**config.mk**
```make
export PLATFORM = sky130hd
export DESIGN_NAME = lcg_random_generator_unit
export DESIGN_NICKNAME = d
export VERILOG_FILES = /design/src/sv/lcg_pkg.sv /design/src/sv/lcg_random_generator_unit.sv
export SDC_FILE = /design/constraint.sdc
export NUM_CORES = 1
export LEC_CHECK = 0
export ABC_AREA = 0
export BUFFER_PORTS_ARGS = -buffer_cell sky130_fd_sc_hd__buf_4
export CAP_MARGIN = 20
export CORE_AREA = 2 2 196 198
export CTS_CLUSTER_DIAMETER = 80
export DETAILED_ROUTE_END_ITERATION = 10
export DIE_AREA = 0 0 198 200
export PLACE_DENSITY_LB_ADDON = 0.15
export SLEW_MARGIN = 20
export SYNTH_ARGS = -nofsm -noshare
export SYNTH_HDL_FRONTEND = slang
export SYNTH_SLANG_ARGS = --single-unit
```
**constraint.sdc**
```tcl
create_clock -name clock -period 9.6 [get_ports clock]
set_clock_uncertainty 0.2 [all_clocks]
set_input_delay 1.92 -clock clock [delete_from_list [all_inputs] [get_ports clock]]
set_output_delay 1.92 -clock clock [all_outputs]
set_load 0.005 [all_outputs]
```
**src/sv/lcg_pkg.sv**
```systemverilog
`timescale 1ns / 1ps

package lcg_pkg;

   // Default width of the generator state.
   localparam int VALUE_WIDTH_DEFAULT = 16;

   // Fixed field widths of the ports.
   localparam int MOD_REG_W = 17;
   localparam int SETTING_W = 32;
   localparam int RESULT_W  = 16;
   localparam int CSR_IDX_W = 2;
   localparam int CSR_DATA_W = 32;

   // Width of the raised factor and increment (both stay below 8000).
   localparam int FIX_W = 13;

   // Bit counter for the serial passes; the longest pass is SETTING_W bits.
   localparam int CNT_W = 5;

   localparam logic [MOD_REG_W-1:0] MODULUS_RESET = 17'd32768;
   localparam logic [FIX_W-1:0]     FACTOR_MIN    = 13'd4000;
   localparam logic [FIX_W-1:0]     INCREMENT_MIN = 13'd3000;

   typedef enum logic [CSR_IDX_W-1:0] {
      CSR_MODULUS   = 2'd0,
      CSR_FACTOR    = 2'd1,
      CSR_INCREMENT = 2'd2
   } csr_index_type;

   typedef enum logic {
      OP_NEXT = 1'b0,
      OP_SEED = 1'b1
   } opcode_type;

endpackage

```
**src/sv/lcg_random_generator_unit.sv**
```systemverilog
`timescale 1ns / 1ps

// Channel   Direction  Handshake            Payload
// req       in         req_valid/req_ready  req_opcode, req_seed_value
// rsp       out        rsp_valid/rsp_ready  rsp_random_value
// csr       in         csr_wr_en            csr_index, csr_wdata
//
// A next item's result is registered after the settings are reduced (ST_DIVIDE), fixed up
// (ST_FIXUP), the raised constants reduced (ST_REDUCE), one state bit multiplied per step
// (ST_MULT) and the result written (ST_FINISH).
// A seed item loads the state at the end of the division pass; after either kind the
// unit returns to idle, where the next transfer is taken.
// Reset is synchronous; it restores the register defaults and clears the state.
// A stalled result stays in the output register; the next item is taken meanwhile
// and waits only at its own final step until the output register frees up.

module lcg_random_generator_unit #(
   parameter int VALUE_WIDTH = lcg_pkg::VALUE_WIDTH_DEFAULT
) (
   input  logic                           clock,
   input  logic                           reset,
   input  logic                           req_valid,
   output logic                           req_ready,
   input  logic                           req_opcode,
   input  logic [lcg_pkg::SETTING_W-1:0]  req_seed_value,
   output logic                           rsp_valid,
   input  logic                           rsp_ready,
   output logic [lcg_pkg::RESULT_W-1:0]   rsp_random_value,
   input  logic                           csr_wr_en,
   input  logic [lcg_pkg::CSR_IDX_W-1:0]  csr_index,
   input  logic [lcg_pkg::CSR_DATA_W-1:0] csr_wdata
);
   import lcg_pkg::*;

   // Working width: holds the modulus and every residue below it.
   localparam int W = (VALUE_WIDTH + 1 > MOD_REG_W) ? VALUE_WIDTH + 1 : MOD_REG_W;

   typedef enum logic [2:0] {
      ST_IDLE,
      ST_DIVIDE,
      ST_FIXUP,
      ST_REDUCE,
      ST_MULT,
      ST_FINISH
   } fsm_type;

   fsm_type                 fsm_ff;
   logic [MOD_REG_W-1:0]    mod_ff;
   logic [SETTING_W-1:0]    factor_ff;
   logic [SETTING_W-1:0]    incr_ff;
   logic [VALUE_WIDTH-1:0]  state_ff;
   logic                    op_ff;
   logic [CNT_W-1:0]        cnt_ff;
   logic [SETTING_W-1:0]    sh0_ff;
   logic [SETTING_W-1:0]    sh1_ff;
   logic [W-1:0]            rem0_ff;
   logic [W-1:0]            rem1_ff;
   logic [W-1:0]            a_ff;
   logic [W-1:0]            c_ff;
   logic                    a_low_ff;
   logic                    c_low_ff;
   logic [W-1:0]            d_ff;
   logic [W-1:0]            acc_ff;
   logic [VALUE_WIDTH-1:0]  xs_ff;
   logic                    rsp_valid_ff;
   logic [RESULT_W-1:0]     rsp_data_ff;

   logic [W-1:0]            m_eff;
   logic [W-1:0]            limit;
   logic [W-1:0]            rem0_in;
   logic [W-1:0]            rem1_in;
   logic [1:0]              a_bump;
   logic [W-1:0]            a_fix;
   logic [W-1:0]            c_fix;
   logic                    a_low;
   logic                    c_low;
   logic [FIX_W-1:0]        a_raised;
   logic [FIX_W-1:0]        c_raised;
   logic [W-1:0]            acc_in;
   logic [W-1:0]            d_in;
   logic [W-1:0]            result_in;
   logic                    rsp_free;

   // One restoring step: append a bit to a residue and reduce it once.
   function automatic logic [W-1:0] mod_shift(input logic [W-1:0] r, input logic b,
                                              input logic [W-1:0] m);
      logic [W:0] t;
      t = {r, b};
      if (t >= {1'b0, m}) begin
         t = t - {1'b0, m};
      end
      return t[W-1:0];
   endfunction

   // Sum of two values whose total stays below twice the modulus.
   function automatic logic [W-1:0] mod_add(input logic [W-1:0] x, input logic [W-1:0] y,
                                            input logic [W-1:0] m);
      logic [W:0] t;
      t = {1'b0, x} + {1'b0, y};
      if (t >= {1'b0, m}) begin
         t = t - {1'b0, m};
      end
      return t[W-1:0];
   endfunction

   always_comb begin
      limit = W'(1) << VALUE_WIDTH;
      if (mod_ff == '0) begin
         m_eff = W'(1);
      end else if (W'(mod_ff) > limit) begin
         m_eff = limit;
      end else begin
         m_eff = W'(mod_ff);
      end

      rem0_in = mod_shift(rem0_ff, sh0_ff[SETTING_W-1], m_eff);
      rem1_in = mod_shift(rem1_ff, sh1_ff[SETTING_W-1], m_eff);

      // Move the reduced factor up to the next value that is 1 mod 4.
      case (rem0_ff[1:0])
         2'd0:    a_bump = 2'd1;
         2'd1:    a_bump = 2'd0;
         2'd2:    a_bump = 2'd3;
         default: a_bump = 2'd2;
      endcase
      a_fix    = mod_add(rem0_ff, W'(a_bump), m_eff);
      c_fix    = mod_add(rem1_ff, W'(!rem1_ff[0]), m_eff);
      a_low    = a_fix < W'(FACTOR_MIN);
      c_low    = c_fix < W'(INCREMENT_MIN);
      a_raised = a_fix[FIX_W-1:0] + FACTOR_MIN;
      c_raised = c_fix[FIX_W-1:0] + INCREMENT_MIN;

      // The product is built from the low state bit upward: d holds a * 2^i mod m.
      acc_in    = xs_ff[0] ? mod_add(acc_ff, d_ff, m_eff) : acc_ff;
      d_in      = mod_shift(d_ff, 1'b0, m_eff);
      result_in = mod_add(acc_ff, c_ff, m_eff);

      rsp_free = !rsp_valid_ff || rsp_ready;
   end

   always_ff @(posedge clock) begin
      if (reset) begin
         fsm_ff       <= ST_IDLE;
         mod_ff       <= MODULUS_RESET;
         factor_ff    <= '0;
         incr_ff      <= '0;
         state_ff     <= '0;
         rsp_valid_ff <= 1'b0;
      end else begin
         if (csr_wr_en) begin
            case (csr_index)
               CSR_MODULUS:   mod_ff    <= csr_wdata[MOD_REG_W-1:0];
               CSR_FACTOR:    factor_ff <= csr_wdata[SETTING_W-1:0];
               CSR_INCREMENT: incr_ff   <= csr_wdata[SETTING_W-1:0];
               default:       ;
            endcase
         end

         // In the final step the output register is refilled there instead.
         if (rsp_valid_ff && rsp_ready && (fsm_ff != ST_FINISH)) begin
            rsp_valid_ff <= 1'b0;
         end

         case (fsm_ff)
            ST_IDLE: begin
               if (req_valid) begin
                  op_ff   <= req_opcode;
                  sh0_ff  <= (req_opcode == OP_SEED) ? req_seed_value : factor_ff;
                  sh1_ff  <= incr_ff;
                  rem0_ff <= '0;
                  rem1_ff <= '0;
                  cnt_ff  <= CNT_W'(SETTING_W - 1);
                  fsm_ff  <= ST_DIVIDE;
               end
            end
            ST_DIVIDE: begin
               rem0_ff <= rem0_in;
               rem1_ff <= rem1_in;
               sh0_ff  <= {sh0_ff[SETTING_W-2:0], 1'b0};
               sh1_ff  <= {sh1_ff[SETTING_W-2:0], 1'b0};
               cnt_ff  <= cnt_ff - 1'b1;
               if (cnt_ff == '0) begin
                  if (op_ff == OP_SEED) begin
                     state_ff <= rem0_in[VALUE_WIDTH-1:0];
                     fsm_ff   <= ST_IDLE;
                  end else begin
                     fsm_ff <= ST_FIXUP;
                  end
               end
            end
            ST_FIXUP: begin
               a_ff     <= a_fix;
               c_ff     <= c_fix;
               a_low_ff <= a_low;
               c_low_ff <= c_low;
               // Raised constants may exceed a small modulus and get reduced again.
               sh0_ff   <= {a_raised, {(SETTING_W - FIX_W){1'b0}}};
               sh1_ff   <= {c_raised, {(SETTING_W - FIX_W){1'b0}}};
               rem0_ff  <= '0;
               rem1_ff  <= '0;
               cnt_ff   <= CNT_W'(FIX_W - 1);
               fsm_ff   <= ST_REDUCE;
            end
            ST_REDUCE: begin
               rem0_ff <= rem0_in;
               rem1_ff <= rem1_in;
               sh0_ff  <= {sh0_ff[SETTING_W-2:0], 1'b0};
               sh1_ff  <= {sh1_ff[SETTING_W-2:0], 1'b0};
               if (cnt_ff == '0) begin
                  d_ff   <= a_low_ff ? rem0_in : a_ff;
                  c_ff   <= c_low_ff ? rem1_in : c_ff;
                  acc_ff <= '0;
                  xs_ff  <= state_ff;
                  cnt_ff <= CNT_W'(VALUE_WIDTH - 1);
                  fsm_ff <= ST_MULT;
               end else begin
                  cnt_ff <= cnt_ff - 1'b1;
               end
            end
            ST_MULT: begin
               acc_ff <= acc_in;
               d_ff   <= d_in;
               xs_ff  <= xs_ff >> 1;
               cnt_ff <= cnt_ff - 1'b1;
               if (cnt_ff == '0) begin
                  fsm_ff <= ST_FINISH;
               end
            end
            ST_FINISH: begin
               if (rsp_free) begin
                  state_ff     <= result_in[VALUE_WIDTH-1:0];
                  rsp_data_ff  <= result_in[RESULT_W-1:0];
                  rsp_valid_ff <= 1'b1;
                  fsm_ff       <= ST_IDLE;
               end
            end
            default: begin
               fsm_ff <= ST_IDLE;
            end
         endcase
      end
   end

   assign req_ready        = (fsm_ff == ST_IDLE);
   assign rsp_valid        = rsp_valid_ff;
   assign rsp_random_value = rsp_data_ff;

   a_req_starts_divide: assert property (@(posedge clock) disable iff (reset)
      (req_valid && req_ready) |=> (fsm_ff == ST_DIVIDE))
      else $error("Accepted request did not start the division pass.");

   a_rsp_from_finish: assert property (@(posedge clock) disable iff (reset)
      $rose(rsp_valid_ff) |-> $past(fsm_ff == ST_FINISH))
      else $error("Result appeared outside the final step.");

   a_state_update_point: assert property (@(posedge clock) disable iff (reset)
      (!$past(reset) && !$stable(state_ff)) |->
         ($past(fsm_ff == ST_DIVIDE) || $past(fsm_ff == ST_FINISH)))
      else $error("Generator state changed outside a seed load or a step.");

   a_mult_is_next: assert property (@(posedge clock) disable iff (reset)
      (fsm_ff == ST_MULT) |-> (op_ff == OP_NEXT))
      else $error("Multiply pass running for a seed item.");

   a_finish_holds: assert property (@(posedge clock) disable iff (reset)
      (fsm_ff == ST_FINISH && rsp_valid_ff && !rsp_ready) |=> (fsm_ff == ST_FINISH))
      else $error("Final step overwrote a result that was not transferred.");

endmodule
```
# Word level (Yosys, flattened, before mapping)
# Index checks and enable logic that the tools add are counted.
# op_classes
reduce_logical,30
muxes,46
bitwise,1
n_eq_ne,18
magnitude_cmp,10
addsub,14
# ops
cell,n
$mux W17,15
$pmux W32 S3,2
$ge A18 B17 Y1,7
$pmux W17 S2,3
$pmux W17 S3,2
$sub A17 B17 Y17,6
$mux W32,3
$mux W16,5
$pmux W16 S2,2
$add A17 B17 Y18,2
$lt A17 B12 Y1 const B,2
$add A13 B12 Y13 const B,2
$pmux W5 S4,1
$add A17 B1 Y18,1
$add A17 B2 Y18,1
$pmux W3 S6,1
$gt A17 B17 Y1 const B,1
$logic_not A17 Y1,1
$ne A2 B2 Y1 const B,8
$sub A16 B16 Y16,1
$mux W3,5
$reduce_and A3 Y1,5
$reduce_and A4 Y1,3
$mux W5,2
23 further kinds,38
# totals
output_inout_bits,18
wordCells,139
register_bits,307

# Longest topological paths before layout
# depth
depth_word,8
ltp_mapped,24

# Worst setup path after synthesis
# Ideal clock, no wire load.
# synth_path
kind,in2reg
start,input reset
end,register rem0_ff[0] (enable)
setup_slack_ps,-312
cell_stages,3
setup_ps,675
required_time_ps,8725
arrival_time_ps,9037
path_cell_list,clkbuf_1 -> clkbuf_1 -> nor3_1
# synth_between
elab_chain_cells,2
# synth_lines
element,line_no,text
start: declaration,lcg_random_generator_unit.sv:21,"input logic reset,"
$not A1 Y1 (no source line),--,
$reduce_and A3 Y1 (no source line),--,
end signal: assignment,lcg_random_generator_unit.sv:177,rem0_ff <= rem0_in;
end signal: assignment,lcg_random_generator_unit.sv:205,rem0_ff <= rem0_in;
end: declaration,lcg_random_generator_unit.sv:56,logic [W-1:0] rem0_ff;
# Every way passes these cells.
# A chain may end at the register's enable or synchronous reset.

# Worst setup path in the final report
# layout_path
start,register mod_ff[3]
end,"register sh0_ff[30], data pin"
# layout_between
elab_chain_cells,7
word_cells_on_any_way,9
classes_between,add/sub (2); order compare (2); mux (4); reduce/logical (1)
# layout_lines
element,line_no,text
start: declaration,lcg_random_generator_unit.sv:48,logic [MOD_REG_W-1:0] mod_ff;
start signal: assignment,lcg_random_generator_unit.sv:152,CSR_MODULUS: mod_ff <= csr_wdata[MOD_REG_W-1:0];
$gt A17 B17 Y1,lcg_random_generator_unit.sv:110,end else if (W'(mod_ff) > limit) begin
$mux W17,lcg_random_generator_unit.sv:110,
$mux W17 *,lcg_random_generator_unit.sv:108,if (mod_ff == '0) begin
$sub A17 B17 Y17 / $ge A18 B17 Y1 (equally long branches),"lcg_random_generator_unit.sv:101, lcg_random_generator_unit.sv:100",
$mux W17 *,lcg_random_generator_unit.sv:100,"if (t >= {1'b0, m}) begin"
via a_fix[5],lcg_random_generator_unit.sv:73,logic [W-1:0] a_fix;
$add A13 B12 Y13 *,lcg_random_generator_unit.sv:130,a_raised = a_fix[FIX_W-1:0] + FACTOR_MIN;
$pmux W32 S3 *,lcg_random_generator_unit.sv:164,case (fsm_ff)
end signal: assignment,lcg_random_generator_unit.sv:168,sh0_ff <= (req_opcode == OP_SEED) ? req_seed_value : factor_ff;
end signal: assignment,lcg_random_generator_unit.sv:179,"sh0_ff <= {sh0_ff[SETTING_W-2:0], 1'b0};"
end signal: assignment,lcg_random_generator_unit.sv:197,"sh0_ff <= {a_raised, {(SETTING_W - FIX_W){1'b0}}};"
end: declaration,lcg_random_generator_unit.sv:54,logic [SETTING_W-1:0] sh0_ff;
# The timed path passes the listed nets; every way through them passes the cells marked *.

==> results_tabular.tex <==
\begin{tabular}{lr}
\hline
Metric & Value \\
\hline
\multicolumn{2}{l}{\textbf{Floorplanning}} \\
\quad Overall die area & roughly 0.040 mm\^{}2 \\
\quad Initial core utilization & between 50\% and 60\% \\
\quad Die Height & 200 um \\
\quad Number of rows created at floorplan & roughly 70 \\
\quad IO Pins & 90 \\
\quad Die width & just under 200 um \\
\quad Core footprint & between 0.03 and 0.04 mm\^{}2 \\
\multicolumn{2}{l}{\textbf{Synth}} \\
\quad Most used DFF post-synth & edfxtp\_1 \\
\quad Largest family of logic cells by synthesized area & compound AO/OA/AOI/OAI gates \\
\quad Register area share after synthesis & approximately two fifths \\
\quad Yosys reg bits & slightly above 300 \\
\quad Number of enable-type register cells in the synthesized netlist & 206 \\
\quad Share of synthesized area spent on multiplexers & under 10\% \\
\quad Syn Nets & 2583 \\
\quad Synth async-reset ratio & 0\% \\
\quad Syn\_area\_per\_cell & roughly 9.0 um\^{}2 \\
\quad Simple-gate area share of the yosys netlist & between 15 and 20\% \\
\quad Synth unique cells & 88 \\
\quad Mapped cell area & roughly 0.021 mm\^{}2 \\
\quad Cell count after synthesis & $\sim$2300 \\
\quad Warnings from Yosys & 0 \\
\quad Share of the synthesized area in compound gates (AO/OA/AOI/OAI) & between 10\% and 20\% \\
\quad Xor and xnor fraction of the mapped netlist area & under 10\% \\
\quad Adder and majority gate portion of the synthesized area & 10.2\% \\
\multicolumn{2}{l}{\textbf{Pwr}} \\
\quad Part of the power in the clock network & $\sim$32\% \\
\quad Logic gate share of total power & between 30\% and 40\% \\
\quad Leak & a little over 9 nW \\
\quad Ratio of total power to cell area & 181 mW/mm\^{}2 \\
\quad Design internal power & 2.80 mW \\
\quad P\_sw & roughly 1.5 mW \\
\quad Largest vdd supply drop & about 0.12 mV \\
\quad Sequential share of power & between 30\% and 40\% \\
\quad Switching Share & between 30\% and 40\% \\
\multicolumn{2}{l}{\textbf{Cells and area}} \\
\quad Fraction of final layout cells with drive strength greater than 1 & 8.92\% \\
\quad Final nets & $\sim$2600 \\
\quad Non-Filler Instances & a little under 3000 \\
\quad Post-layout instance area & roughly 0.024 mm\^{}2 \\
\quad Layout overhead on the synthesized area & 11.0\% \\
\quad Final core utilization & between 60\% and 70\% \\
\multicolumn{2}{l}{\textbf{Clocking}} \\
\quad CTS tree & yes \\
\quad Clock buffers created by TritonCTS & 36 \\
\quad Clock transition at path regs & 0.06 ns \\
\quad Number of hold buffers added after CTS & 0 \\
\quad Root Buffer & clkbuf\_16 \\
\quad Buffer count from post-CTS setup fixing & 0 \\
\quad Clock latency on the worst-skew pair & 0.57 ns \\
\quad Quantity of gates resized following cts & 0 \\
\quad Bufs on Longest Clock Path & 3 \\
\quad Clock H-tree levels & 2 \\
\quad Clock Sinks & a little over 300 \\
\multicolumn{2}{l}{\textbf{Detailed routing}} \\
\quad Pre-antenna DRT Iters & 6 \\
\quad Per-cell routed wire length & about 22 um \\
\quad DRC viols & 0 \\
\quad Total Wirelength & about 64000 um \\
\quad Count of antenna-violating nets left after detailed routing & 0 \\
\quad Iter 0 DRT Violations & roughly 1600 \\
\quad Total vias in the final route & between 15000 and 20000 \\
\quad Routed via count divided by cell count & approximately 6.2 \\
\multicolumn{2}{l}{\textbf{Global route}} \\
\quad Global Route Usage Sum & between 30\% and 40\% \\
\quad Met2 Resource Use GR & around half \\
\quad Pin count of the biggest net entering global routing & 67 \\
\quad Global routing met3 resource utilization & under 10\% \\
\quad GR peak layer & met2 \\
\quad Global-route met1 utilization & around 43\% \\
\quad Vias in the first global route & approximately 17000 \\
\quad Antenna violations before repair & 1 \\
\quad Leftover overflow at the end of global routing & 0 \\
\quad Wire length of the first global-routing pass & just under 100000 um \\
\multicolumn{2}{l}{\textbf{Min path}} \\
\quad Worst hold-check path type & flip-flop to flip-flop \\
\multicolumn{2}{l}{\textbf{Timing}} \\
\quad Pin slew with the least headroom to its limit & slightly below 1 ns \\
\quad Total Neg Setup Slack & 0 ns \\
\quad Final setup violation count & 0 \\
\quad F\_max & between 150 and 200 MHz \\
\quad Hold slack final & about 0.25 ns \\
\quad Setup repair after global routing missed its margin & false \\
\quad Endpoints failing hold & 0 \\
\quad Shortest clock period the worst path allows after layout & roughly 6 ns \\
\quad Final critical-path share of the clock period & 61.4\% \\
\quad Max-slew headroom at the worst pin & roughly 35\% \\
\quad Final number of max-transition violations & 0 \\
\multicolumn{2}{l}{\textbf{Worst setup path}} \\
\quad Critical Path Fanout Max & 34 \\
\quad Required time worst endpoint & approximately 9.7 ns \\
\quad Sort of element at the start of the critical path & flip-flop \\
\quad Worst Setup End Kind & flip-flop \\
\quad Endpoint arrival time on the critical path & just under 6 ns \\
\quad Start-to-end type of the worst setup path & flip-flop to flip-flop \\
\multicolumn{2}{l}{\textbf{Placed design}} \\
\quad Number of placed cells counting well taps & 2867 \\
\quad Count of input and output buffers & 89 \\
\quad Total cell area at the placement stage & 0.0224 mm\^{}2 \\
\quad Routability-driven placement congestion ratio & 0.988 \\
\quad Half-perimeter wire length after placement & about 46000 um \\
\multicolumn{2}{l}{\textbf{Run}} \\
\quad Max Cap Violations & 0 \\
\multicolumn{2}{l}{\textbf{Status}} \\
\quad Result of the run & complete, no violations \\
\hline
\end{tabular}
==> worst paths after layout <==
path            startpoint             to  slack, ns  cells after the start
min          factor_ff[14]  factor_ff[14]       0.25                      2
max              mod_ff[3]     sh0_ff[30]       3.71                     18
min reg2reg  factor_ff[14]  factor_ff[14]       0.25                      2
max reg2reg      mod_ff[3]     sh0_ff[30]       3.71                     18
==> flip-flops by register name, indices dropped and copies added (netlist names), 32 cells and up <==
| register | flops |
|---|---|
| factor_ff | 32 |
| incr_ff | 32 |
| sh0_ff | 32 |
| sh1_ff | 32 |
==> per-stage QoR <==
step                      setup WS [ns]  power (mW)
after floorplan                    2.77        2.51
after global placement             3.93        2.85
after detailed placement           3.78        2.88
after CTS                          3.77        4.25
after global routing               3.26        4.44
final                              3.71        4.26
==> placed cells by master, fill, tap and decap left out, types with 30 or more instances in the layout <==
master	instances
nor3_1	45
a21o_1	53
edfxtp_1	206
dfxtp_1	101
nand2_1	362
xor2_1	55
clkbuf_16	36
mux2i_1	99
buf_4	114
nor2_1	178
o21ai_0	81
a21oi_1	225
xnor2_1	84
inv_1	63
ha_1	159
nand3_1	30
o21ai_1	52
==> Yosys cell counts (10+ instances only) <==
| library cell | instances | area [um^2] |
|---|---|---|
| a31oi_1 | 21 | 131 |
| nand3_1 | 30 | 150 |
| a211o_1 | 10 | 87.6 |
| a21oi_1 | 227 | 1140 |
| a21o_1 | 53 | 398 |
| o21ai_1 | 53 | 265 |
| ha_1 | 159 | 1990 |
| nor2b_1 | 27 | 169 |
| nand4_1 | 25 | 156 |
| mux2_1 | 11 | 124 |
| mux2i_1 | 99 | 991 |
| dfxtp_1 | 101 | 2020 |
| a221o_1 | 10 | 100 |
| nand3b_1 | 13 | 97.6 |
| edfxtp_1 | 206 | 6190 |
| nand2b_1 | 28 | 175 |
| a211oi_1 | 17 | 128 |
| and3_1 | 13 | 81.3 |
| nand2_1 | 363 | 1360 |
| or2_2 | 10 | 62.6 |
| nor3_1 | 47 | 235 |
| clkbuf_1 | 81 | 304 |
| and2_1 | 17 | 106 |
| xor2_1 | 55 | 482 |
| o211ai_1 | 25 | 188 |
| a22o_1 | 19 | 166 |
| inv_1 | 63 | 236 |
| o21ai_0 | 81 | 405 |
| o21bai_1 | 12 | 90.1 |
| o21a_1 | 24 | 180 |
| nor2_1 | 179 | 672 |
| buf_2 | 10 | 50.1 |
| xnor2_1 | 84 | 736 |
==> critical path, cell delays in order (launching register included) <==
cell      delay [ns]
dfxtp_1         0.33
nor4_1          0.34
nand4_1         0.22
nand2_1         0.41
nand2_1         0.58
ha_1            0.62
nand4_1         0.17
a211oi_1        0.24
nor3_1          0.14
o211ai_1        0.14
nand4b_2        0.17
a31oi_4         0.80
nor2_1          0.08
a21oi_1         0.26
inv_2           0.08
ha_1            0.25
nor4_4          0.29
xnor2_1         0.15
o221ai_1        0.14
==> cell type report <==
| cell class | instances | area (um^2) |
|---|---|---|
| well taps | 511 | 639 |
| inverters | 66 | 248 |
| clock buffers | 47 | 992 |
| repair buffers | 114 | 856 |
| diodes | 2 | 5.00 |
| clock inverters | 19 | 178 |
| multi-input cells | 1869 | 12400 |
| fillers | 3150 | 13900 |
| flip-flops and latches | 307 | 8210 |
==> metal layers <==
layer	vias up	part of all wire, %
li1	8661	-
met1	8711	43
met2	716	45
met3	131	6.7
met4	0	5.3
met5	-	0
==> power groups by stage <==
stage | sequential [mW] | clock [mW] | combinational [mW]
6_report | 1.60 | 1.37 | 1.28
5_1_grt | 1.60 | 1.44 | 1.40
4_1_cts | 1.60 | 1.39 | 1.26
3_5_place_dp | 1.62 | 0 | 1.25
3_3_place_gp | 1.62 | 0 | 1.23
2_1_floorplan | 1.60 | 0 | 0.910
==> cell families (layout without fill, tap and decap cells) <==
logic type      count (synthesis)  in the layout
simple gates                  799            799
buf+inv                       167            246
flops                         307            307
compound gates                644            644
other cells                     0              2
xor+xnor                      140            140
mux                           118            118
fa+ha+maj                     168            168
Note: power is estimated with default switching activity, not from simulation.
